<file path="src/rtl/core/rspv_pkg.sv">
// Package for the sample playback voice: request codes, widths, shared types.
// No dependencies.
`default_nettype none
package rspv_pkg;
  localparam logic [2:0] REQ_WRITE  = 3'd0;
  localparam logic [2:0] REQ_PLAY   = 3'd1;
  localparam logic [2:0] REQ_PAUSE  = 3'd2;
  localparam logic [2:0] REQ_STOP   = 3'd3;
  localparam logic [2:0] REQ_RENDER = 3'd4;

  localparam logic [2:0] CFG_FRAMES   = 3'd0;
  localparam logic [2:0] CFG_CHANNELS = 3'd1;
  localparam logic [2:0] CFG_STEP     = 3'd2;
  localparam logic [2:0] CFG_LOOP     = 3'd3;
  localparam logic [2:0] CFG_SPATIAL  = 3'd4;
  localparam logic [2:0] CFG_LGAIN    = 3'd5;
  localparam logic [2:0] CFG_RGAIN    = 3'd6;
  localparam logic [2:0] CFG_OUTCH    = 3'd7;

  localparam int POS_W = 34;
  localparam int ACC_W = 40;   // sum of up to 32 interpolated values
  localparam int NUM_W = 57;   // accumulator times 16-bit gain, plus one

  typedef struct packed {
    logic               start;
    logic signed [NUM_W-1:0] num;
    logic [5:0]         nch;    // divisor is nch * 2^shift
    logic [4:0]         shift;  // 28 or 29
  } rspv_div_req_t;
endpackage
`default_nettype wire

</file>
<file path="src/rtl/core/rspv_div.sv">
// Serial rounding divider: |num| + d/2 over d, one quotient bit a cycle.
// Depends on rspv_pkg.
`default_nettype none
module rspv_div (
  input  wire logic                 clk,
  input  wire logic                 rst,
  input  wire rspv_pkg::rspv_div_req_t req,
  output logic                      done,
  output logic signed [15:0]        quo
);
  localparam int NW = rspv_pkg::NUM_W;
  logic [NW-1:0] rem, den;
  logic [16:0]   q;
  logic [4:0]    cnt;
  logic          busy, neg;
  logic [NW-1:0] mag, dfull, trial;

  always_comb begin
    mag   = req.num[NW-1] ? NW'(-req.num) : NW'(req.num);
    dfull = NW'(req.nch) << req.shift;
    trial = den << cnt;
  end

  // quotient saturates at 17 bits; quotients of 65536 or more saturate anyway
  always_ff @(posedge clk) begin
    if (rst) begin
      busy <= 1'b0;
      done <= 1'b0;
    end else begin
      done <= 1'b0;
      if (req.start) begin
        busy <= 1'b1;
        neg  <= req.num[NW-1];
        den  <= dfull;
        rem  <= mag + (dfull >> 1);
        q    <= '0;
        cnt  <= 5'd16;
      end else if (busy) begin
        if ((rem >> cnt) >= den) begin
          rem <= rem - trial;
          q   <= q | (17'd1 << cnt);
        end
        if (cnt == 5'd0) begin
          busy <= 1'b0;
          done <= 1'b1;
        end else begin
          cnt <= cnt - 5'd1;
        end
      end
    end
  end

  always_comb begin
    if (neg) quo = (q > 17'd32768) ? 16'sh8000 : 16'(-q);
    else     quo = (q > 17'd32767) ? 16'sh7FFF : 16'(q);
  end
endmodule
`default_nettype wire

</file>
<file path="config.mk">
export PLATFORM = sky130hd
export DESIGN_NAME = rspv_div
export DESIGN_NICKNAME = d
export VERILOG_FILES = /design/src/rtl/core/rspv_pkg.sv /design/src/rtl/core/rspv_div.sv
export SDC_FILE = /design/constraint.sdc
export NUM_CORES = 1
export LEC_CHECK = 0
export BUFFER_PORTS_ARGS = -buffer_cell sky130_fd_sc_hd__buf_2
export CORE_ASPECT_RATIO = 1.1
export CORE_MARGIN = 4
export CORE_UTILIZATION = 23
export CTS_CLUSTER_DIAMETER = 80
export DETAILED_ROUTE_END_ITERATION = 16
export PLACE_DENSITY = 0.36
export RECOVER_POWER = 25
export SKIP_LAST_GASP = 1
export SLEW_MARGIN = 5
export SYNTH_ARGS = -nofsm -noshare
export SYNTH_HDL_FRONTEND = slang
export SYNTH_SLANG_ARGS = --single-unit
</file>
<file path="constraint.sdc">
create_clock -name clk -period 25.4 [get_ports clk]
set_input_delay 5.08 -clock clk [delete_from_list [all_inputs] [get_ports clk]]
set_output_delay 5.08 -clock clk [all_outputs]
set_load 0.01 [all_outputs]
</file>
* Word level (Yosys, flattened, before mapping)
Index checks and enable logic that the tools add are counted.
** Cells by class
- Add/sub/neg operators :: 5
- Bitwise gates (word level) :: 3
- Multipliers :: 0
- Shift operators :: 4
- Multiplexer cells :: 15
- Magnitude comparators :: 3
- Divide/modulo/power cells :: 0
- Reductions and logical operators :: 7
- Equality and inequality tests :: 1
** Operators with widths (number)
- two-way mux 57 bit :: 4
- adder 57 x 56 -> 57 bit :: 1
- >= comparator 57 bit :: 1
- negator 57 bit :: 1
- << shifter 57 x 5 -> 57 bit :: 1
- << shifter 6 x 5 -> 57 bit :: 1
- >> shifter 57 x 5 -> 57 bit :: 1
- subtractor 57 bit :: 1
- two-way mux 16 bit :: 3
- two-way mux 17 bit :: 2
- greater-than comparator 17 x 15 -> 1 bit (second input constant) :: 1
- greater-than comparator 17 x 16 -> 1 bit (second input constant) :: 1
- OR 17 bit :: 1
- << shifter 1 x 5 -> 17 bit (first input constant) :: 1
- negator 16 bit :: 1
- two-way mux 5 bit :: 2
- AND reduction 3 bit :: 2
- logical NOT 5 bit :: 1
- subtractor 5 x 1 -> 5 bit (second input constant) :: 1
- two-way mux 1 bit :: 4
- nonzero test 2 bit :: 2
- OR reduction 3 bit :: 1
- != test 2 bit (second input constant) :: 1
- NOT 1 bit :: 2
- AND reduction 2 bit :: 1
** Word-level totals
- Register bits :: 139
- Word-level logic and storage cells :: 45
- Bits of input ports :: 71
- Memories :: 0
- Bits in read-only memories :: 0
- Memory bits (writable) :: 0
- Output and inout bits :: 17
- Latch bits :: 0

* Logic depth before layout (Yosys ltp)
Gate-level depths: netlist (run 1).
- Depth after elaboration :: 5
- Depth in mapped cells :: 25
- Mapped depth without buffers :: 20

* Worst setup path after synthesis (run 1)
Ideal clock, no wire load.
- Path type :: input to register
- Start point :: input port req[68] in the netlist's numbering
- End point :: register q[0], enable pin
- Data required time :: 24.783 ns
- Buffers on the path :: 0
- Arrival :: 12.696 ns
- Slack :: 12.087 ns
- Library setup time :: 0.617 ns
- Stages on the path :: 8
- Cells stage by stage :: inv_1 > nor2_1 > nor2_1 > nand2_1 > a31oi_1 > o221ai_1 > a21oi_1 > a211oi_1
** Between the ends
- Longest elaborated chain between the ends :: 2
- Elaborated cells between the ends (all ways) :: 3
- Those cells by class :: reduce/logical (3)
** Ends and longest elaborated chain
- start, declared :: RTL line rspv_div.sv:7 : input wire rspv_pkg::rspv_div_req_t req,
- nonzero test 2 bit (no source line)
- AND reduction 3 bit (no source line) (*)
- end signal, assigned :: RTL line rspv_div.sv:41 : q <= q | (17'd1 << cnt);
- end, declared :: RTL line rspv_div.sv:13 : logic [16:0] q;
Mark *: on every way between the ends. The rest lies on a longest branch, timed or not.
A chain may end at the register's enable or synchronous reset.

* Final worst setup path (run 1)
- Start point :: input port req[16] in the netlist's numbering
- End point :: register rem[51], data pin
** Between the ends
- Longest elaborated chain between the ends :: 4
** Ends and longest elaborated chain
- negator 57 bit :: RTL line rspv_div.sv:19 : mag = req.num[NW-1] ? NW'(-req.num) : NW'(req.num);
- two-way mux 57 bit (*) :: RTL line rspv_div.sv:19
- adder 57 x 56 -> 57 bit (*) :: RTL line rspv_div.sv:35 : rem <= mag + (dfull >> 1);
- two-way mux 57 bit (*) :: RTL line rspv_div.sv:31 : if (req.start) begin
- end signal, assigned :: RTL line rspv_div.sv:35
- end signal, assigned :: RTL line rspv_div.sv:40 : rem <= rem - trial;
- end, declared :: RTL line rspv_div.sv:12 : logic [NW-1:0] rem, den;
Marked as above.

==> impl_metrics.py, run 1 <==
metrics = {
    "logic_synthesis": {
        "synth_common_cells": "nand2_1, nor2_1, a21oi_1, o21ai_0, ha_1",
        "synth_top_area_share_pct": 19.3,
        "ys.flop_type": "edfxtp_1",
        "yosys.area.top_type": "edfxtp_1",
        "ys_seq_area_share_pct": 19.5,
        "ys_warn_count": 0,
        "async_reset_ff_share_pct": 0,
        "synthTopCellsByArea": "edfxtp_1, ha_1, mux4_2",
        "syn-instance-count": 2297,
        "synth_most_common_cell": "nand2_1",
        "synth.ff_latch_count": 119,
        "synth_edf_count": 117,
        "syn_nets": 2507,
        "synth.distinct_cells": 81,
        "netlist_area_sq_um": 18200,
        "syn_area_per_cell_sq_um": 7.93,
    },
    "critical_path": {
        "cp_data_required_time_ns": 25.55,
        "crit_fanout": 13,
        "crit_path_end_kind": "flip-flop",
        "cp_data_arrival_time_ns": 10.34,
        "critical_path.startpoint": "req[16]",
        "cp-start-kind": "input pin",
        "criticalPathCategory": "input pin to flip-flop",
        "regToRegStartpoint": "cnt[1]",
    },
    "cells_and_area": {
        "area_growth_pct": 10.4,
        "drive_gt1_share_pct": 11.0,
        "diodes": 0,
        "final_cells": 3334,
        "fin_nets": 2501,
        "post-route-util_pct": 25.8,
        "stdcell_area_sq_um": 20100,
    },
    "global_route": {
        "grt_start_max_net_pins": 118,
        "grt_use_total_pct": 17.6,
        "grt_pass1_wl_microns": 112000,
        "grt_overflow_total": 0,
        "antenna_found_initial": 0,
        "grt_pass1_vias": 17700,
    },
    "clock_network": {
        "cts_setup_buffers": 0,
        "cts_tree": "done",
        "ctsLongestPathBuffers": 2,
        "cts_hold_buffers": 0,
        "clock_latency_ns": 0.45,
        "clkTransAtPathRegs_ns": 0.05,
        "numCtsBuffers": 17,
        "cts_sinks": 119,
        "htreeDepth": 4,
        "cts-root-buf": "clkbuf_16",
        "cts-resized-gates": 0,
    },
    "flow_run": {
        "drv_cap": 3,
    },
    "power_and_ir_drop": {
        "pwr-share-seq_pct": 24.0,
        "ir_drop_uv": 35.8,
        "intPower_w": 0.000666,
        "power.leakage_nw": 8.17,
        "swShare_pct": 46.3,
        "power.switching_w": 0.000573,
        "pwr-share-clk_pct": 17.6,
        "finalPower_w": 0.00124,
        "p_per_area_nw_per_um2": 61.6,
        "pwr-share-comb_pct": 58.4,
    },
    "timing": {
        "hold_violations": 0,
        "setup-tns-final_ns": 0,
        "period_minus_slack_ns": 10.19,
        "rsz0062_at_grt": "false",
        "drv_slew": 109,
        "clock.fmax_mhz": 98.1,
        "max_slew_margin_pct": -81.2,
        "worst_slew_pin_slew_ns": 2.72,
        "finClkSkew_ns": 0.0131,
        "finalCritPeriodShare_pct": 40.1,
        "setup_viol": 0,
    },
    "die": {
        "die_w_microns": 276,
        "rows": 107,
        "core_area_sq_um": 77900,
        "ioPinCount": 88,
        "start_util_pct": 23.4,
        "die_h_microns": 303,
        "dieArea_sq_um": 83700,
    },
    "worst_hold_path": {
        "hold_class": "flip-flop to flip-flop",
        "worstHoldStart": "busy",
    },
    "placed_design": {
        "dp.cells": 3307,
        "hpwlAfterDp_microns": 62500,
        "gp_congestion": 0.888,
        "portBuffers": 87,
        "post_dp_cell_area_sq_um": 19600,
    },
    "detailed_routing": {
        "wl_microns": 75600,
        "first_pass_iters": 7,
        "drt_iter0_markers": 1242,
        "wl_per_cell_microns": 22.7,
        "ant_nets": 0,
        "via_per_inst": 5.27,
        "drc": 0,
        "vias": 17600,
    },
    "run_status": {
        "outcome": "finished with violations",
        "failed_checks": "max-capacitance violations, max-slew violations",
    },
}
-- cell type report --
cell class	count	area, sq um
well taps	1035	1290
clock buffers	20	437
inverters	80	302
multi-input cells	1963	13800
flip-flops and latches	119	3550
fillers	8574	57800
clock inverters	7	60.1
repair buffers	110	603
-- sequential cells by signal, indices dropped and copies added, names as in the netlist --
register	cells
done	1
q	17
cnt	5
den	37
busy	1
neg	1
rem	57
-- worst max-delay path: stages --
cell and delay, ns:
buf_2 0.12, or4_4 0.58, or4_1 0.66, or3_4 0.50, o41ai_1 0.34, xnor2_1 0.12
ha_1 0.44, nand2_1 0.13, o211a_1 0.26, a21oi_1 0.14, o31ai_1 0.09, a31o_2 0.26
o211a_1 0.28, or4b_1 0.67, nor4_1 0.38, xor2_1 0.19, mux2i_1 0.08
-- layer usage --
layer / up-vias / track usage (%) / routed length (microns)
li1: 8489 / - / -
met1: 8547 / 22.7 / 34100
met2: 424 / 30.8 / 36500
met3: 97 / 1.52 / 2350
met4: 0 / 6.23 / 2630
met5: - / 0 / 0
-- metrics by stage --
stage	setup WS [ns]	hold WS, ns
after floorplan	12.09	0.453
after global placement	14.75	0.516
after detailed placement	14.75	0.507
after CTS	15.23	0.529
after global routing	14.79	0.573
final	15.21	0.518
-- power groups by stage --
stage          Sequential, W  Clock [W]  Combinational, W
5_1_grt             0.000301   0.000232          0.000800
6_report            0.000298   0.000217          0.000724
4_1_cts             0.000296   0.000227          0.000722
2_1_floorplan       0.000276          0          0.000520
3_3_place_gp        0.000301          0          0.000721
3_5_place_dp        0.000300          0          0.000717
-- cells by family (layout without fill, tap and decap cells) --
| logic type | Yosys count | in the layout | synth area share (%) |
|---|---|---|---|
| AND/OR/NAND/NOR | 837 | 837 | 21.6 |
| AO/OA/AOI/OAI | 627 | 627 | 21.8 |
| buffers and inverters | 215 | 217 | 4.49 |
| multiplexers | 204 | 204 | 15.5 |
| XOR/XNOR | 156 | 156 | 7.51 |
| adder cells (fa/ha/maj) | 139 | 139 | 9.64 |
| flip-flops | 119 | 119 | 19.5 |
-- placed cells by master (no fill, tap or decap), types with 9 or more instances in the layout --
cell	n
nand2_1	336
nor2_1	206
a21oi_1	181
o21ai_0	153
ha_1	137
mux2i_1	127
edfxtp_1	117
buf_2	85
xnor2_1	83
inv_1	76
xor2_1	73
mux4_2	60
a21o_1	60
nand3_1	34
o31ai_1	33
nor3_1	32
nand2b_1	32
or3_1	30
a31oi_1	30
or2_2	26
nor2b_1	24
nand4_1	24
o41ai_1	19
and2_1	18
buf_4	18
mux2_2	17
o211ai_1	17
clkbuf_16	17
o21a_1	16
or4_1	14
nor4_1	13
o21bai_1	13
a211oi_1	12
o311ai_0	11
o22ai_1	10
and3_1	9
clkbuf_1	9
-- final timing paths --
| kind | endpoint | slack [ns] | cells past startpoint |
|---|---|---|---|
| worst max-delay path | rem[51] | 15.21 | 17 |
| worst min-delay path | done | 0.52 | 2 |
| worst max register to register | rem[55] | 18.69 | 15 |
| worst min register to register | done | 0.52 | 2 |
(Power assumes the default switching activity.)
==> inputs of run 2 (changes only) <==
--- a/config.mk
+++ b/config.mk
@@ -5,6 +5,7 @@
 export SDC_FILE = /design/constraint.sdc
 export NUM_CORES = 1
 export LEC_CHECK = 0
+export ABC_AREA = 1
 export BUFFER_PORTS_ARGS = -buffer_cell sky130_fd_sc_hd__buf_2
 export CORE_ASPECT_RATIO = 1.1
 export CORE_MARGIN = 4
==> constraint.sdc (replaced) <==
create_clock -name clk -period 10.12 [get_ports clk]
set_input_delay 2.024 -clock clk [delete_from_list [all_inputs] [get_ports clk]]
set_output_delay 2.024 -clock clk [all_outputs]
set_load 0.01 [all_outputs]
==> run 2 against run 1 <==
Net effect: the run still ends with max-capacitance violations, max-slew violations left; sequential power is 150% higher; worst hold slack improved by 0.069 ns; count of clock-buffer cells in the layout fell by 2; cell count increased by 38%; first-iteration DRC count increased by 26%; critical path depth shrank 10; area after synthesis increased by 11%; cell area rose by 11%; die area rose by 11%; highest routed layer unchanged.
==> impl_metrics.py, run 2 <==
metrics = {
    "logic_synthesis": {
        "synth_compound_area_share_pct": 21.6,
        "synth_edf_count": 117,
        "yosys.area_share.simple_pct": 37.1,
        "synth_fa_ha_area_share_pct": 8.69,
        "yosys.area.top_type": "nand2_1",
        "syn_nets": 3649,
        "ys_seq_area_share_pct": 17.6,
        "synthMuxAreaShare_pct": 3.04,
        "syn_area_per_cell_sq_um": 5.87,
        "synth.ff_latch_count": 119,
        "synth_most_common_cell": "nand2_1",
        "ys.flop_type": "edfxtp_1",
        "synthTopCellsByArea": "nand2_1, edfxtp_1, o21ai_0",
        "synth-xor-area-share_pct": 2.60,
        "synth_common_cells": "nand2_1, o21ai_0, nor2_1, inv_1, a21oi_1",
        "syn-instance-count": 3439,
        "netlist_area_sq_um": 20200,
        "ys_warn_count": 0,
        "synth.distinct_cells": 59,
        "synth_top_family_by_area": "simple AND/OR/NAND/NOR gates",
        "async_reset_ff_share_pct": 0,
        "synth_top_area_share_pct": 18.4,
    },
    "timing": {
        "finClkSkew_ns": 0.0201,
        "drv_slew": 76,
        "max_slew_margin_pct": -105,
        "setup_viol": 0,
        "setup-tns-final_ns": 0,
        "worst_slew_pin_slew_ns": 3.08,
        "finalCritPeriodShare_pct": 76.5,
        "hold_violations": 0,
        "clock.fmax_mhz": 129,
        "rsz0062_at_grt": "false",
        "period_minus_slack_ns": 7.74,
    },
    "global_route": {
        "grt_start_max_net_pins": 85,
        "grt_overflow_total": 0,
        "grt_use_total_pct": 20.5,
        "grt_pass1_wl_microns": 143000,
        "grt_pass1_vias": 22400,
        "antenna_found_initial": 3,
    },
    "critical_path": {
        "slowest_delay_ns": 2.17,
        "cp_num_buf_inv": 5,
        "reg2reg_to": "rem[56]",
        "crit_fanout": 57,
        "crit_top_cell": "clkbuf_1",
        "cp_slowest_cell": "clkbuf_1",
        "r2r_slack_ns": 3.92,
        "cp_data_required_time_ns": 10.22,
        "r2r_cells": 20,
        "criticalPathCategory": "input pin to flip-flop",
        "path_cells": "clkbuf_1 > inv_2 > nor2_4 > clkbuf_1 > inv_1 > nand2_4 > buf_4",
        "crit_path_end_kind": "flip-flop",
        "cp_data_arrival_time_ns": 7.84,
        "cp-start-kind": "input pin",
        "regToRegStartpoint": "cnt[1]",
        "crit_family": "buffers and inverters",
    },
    "placed_design": {
        "hpwlAfterDp_microns": 82400,
        "gp_congestion": 0.913,
        "portBuffers": 87,
        "dp.cells": 4578,
    },
    "clock_network": {
        "cts_sinks": 119,
        "clock_latency_ns": 0.49,
        "clkTransAtPathRegs_ns": 0.06,
        "numCtsBuffers": 17,
        "htreeDepth": 4,
        "cts_setup_buffers": 0,
        "cts_tree": "done",
        "ctsLongestPathBuffers": 2,
        "cts-resized-gates": 0,
        "cts_hold_buffers": 0,
        "cts-root-buf": "clkbuf_16",
    },
    "power_and_ir_drop": {
        "p_per_area_nw_per_um2": 153,
        "intPower_w": 0.00161,
        "power.leakage_nw": 9.96,
        "pwr-share-clk_pct": 18.8,
        "pwr-share-comb_pct": 59.4,
        "pwr-share-seq_pct": 21.8,
        "power.switching_w": 0.00179,
        "ir_drop_uv": 104,
        "swShare_pct": 52.6,
    },
    "worst_hold_path": {
        "hold_class": "flip-flop to flip-flop",
        "holdPathStages": 4,
        "hold_end": "done",
        "worstHoldStart": "busy",
    },
    "detailed_routing": {
        "wl_microns": 98100,
        "first_pass_iters": 6,
        "met2_length_microns": 47500,
        "top_layer": "met4",
        "drt_iter0_markers": 1569,
        "vias": 22600,
        "wl_per_cell_microns": 21.3,
        "wl_met3_microns": 2690,
        "wl_met1_microns": 45700,
        "via_per_inst": 4.90,
        "drc": 0,
        "ant_nets": 0,
    },
    "flow_run": {
        "drv_cap": 2,
    },
    "die": {
        "die_h_microns": 319,
        "ioPinCount": 88,
        "start_util_pct": 23.3,
        "die_w_microns": 290,
        "rows": 113,
        "core_area_sq_um": 86700,
        "dieArea_sq_um": 92600,
    },
    "cells_and_area": {
        "largest_reg_flops": 57,
        "fin_nets": 3657,
        "top_regs": "rem (57), den (37), q (17)",
        "drive_gt1_share_pct": 7.05,
        "final_common_cell": "nand2_1",
        "mostFrequentLayoutCells": "nand2_1, o21ai_0, nor2_1",
        "area_growth_pct": 10.5,
        "final_cells": 4610,
        "top_register": "rem",
    },
    "run_status": {
        "outcome": "finished with violations",
        "failed_checks": "max-capacitance violations, max-slew violations",
    },
}
==> run 2: cells by family (layout without fill, tap and decap cells) <==
kind of cell               Yosys count  in the layout
and+or+nand+nor                   1771           1771
AOI/OAI and AO/OA                  805            805
buffers and inverters              484            504
adders and majority gates          139            139
DFF                                119            119
muxes                               61             61
xor gates and xnor gates            60             60
other                                0              1
==> run 2: tightest hold or removal path: stages (launching register included) <==
cell     delay (ns)
dfxtp_1        0.30
inv_1          0.04
nor2_1         0.07
inv_1          0.09
nor2_1         0.05
==> run 2: cell type report <==
type,count,area (sq um)
fillers,10100,64400
multi-input cells,2836,14800
flip-flops and latches,119,3550
well taps,1150,1440
inverters,361,1360
repair buffers,112,614
clock buffers,18,429
clock inverters,13,145
diodes,1,2.50
==> run 2: power groups by stage <==
stage,clock (W),sequential (W),combinational [W]
2_1_floorplan,0,0.000689,0.00135
3_3_place_gp,0,0.000752,0.00203
3_5_place_dp,0,0.000752,0.00201
4_1_cts,0.000660,0.000741,0.00202
5_1_grt,0.000675,0.000750,0.00226
6_report,0.000642,0.000743,0.00202
==> run 2: routing by layer <==
| layer | GRT usage [%] | vias up |
|---|---|---|
| met5 | 0 | - |
| met4 | 5.04 | 0 |
| met3 | 1.39 | 84 |
| met2 | 36.3 | 460 |
| met1 | 27.2 | 10500 |
| li1 | - | 11500 |
==> run 2: per-stage QoR <==
step / total power [W] / setup WS [ns] / hold slack, ns / utilization [%] / instance area (sq um)
finish: 0.00341 / 2.38 / 0.587 / 25.7 / 22300
global placement: 0.00278 / 3.80 / 0.611 / 25.1 / 21700
detailed placement: 0.00276 / 3.83 / 0.596 / 25.1 / 21700
floorplan: 0.00204 / 3.70 / 0.500 / - / 20200
global route: 0.00368 / 1.92 / 0.636 / 25.7 / 22300
CTS: 0.00342 / 4.05 / 0.605 / 25.8 / 22300
==> run 2: worst max path at each step <==
stage / start / end / slack (ns) / depth (start not counted)
2_1_floorplan: req[68] / q[0] / 3.70 / 6
3_3_place_gp: req[67] / rem[55] / 3.80 / 19
3_5_place_dp: req[67] / rem[55] / 3.83 / 19
4_1_cts: cnt[1] / rem[56] / 4.05 / 20
5_1_grt: req[68] / rem[47] / 1.92 / 7
6_report: req[68] / rem[55] / 2.38 / 7
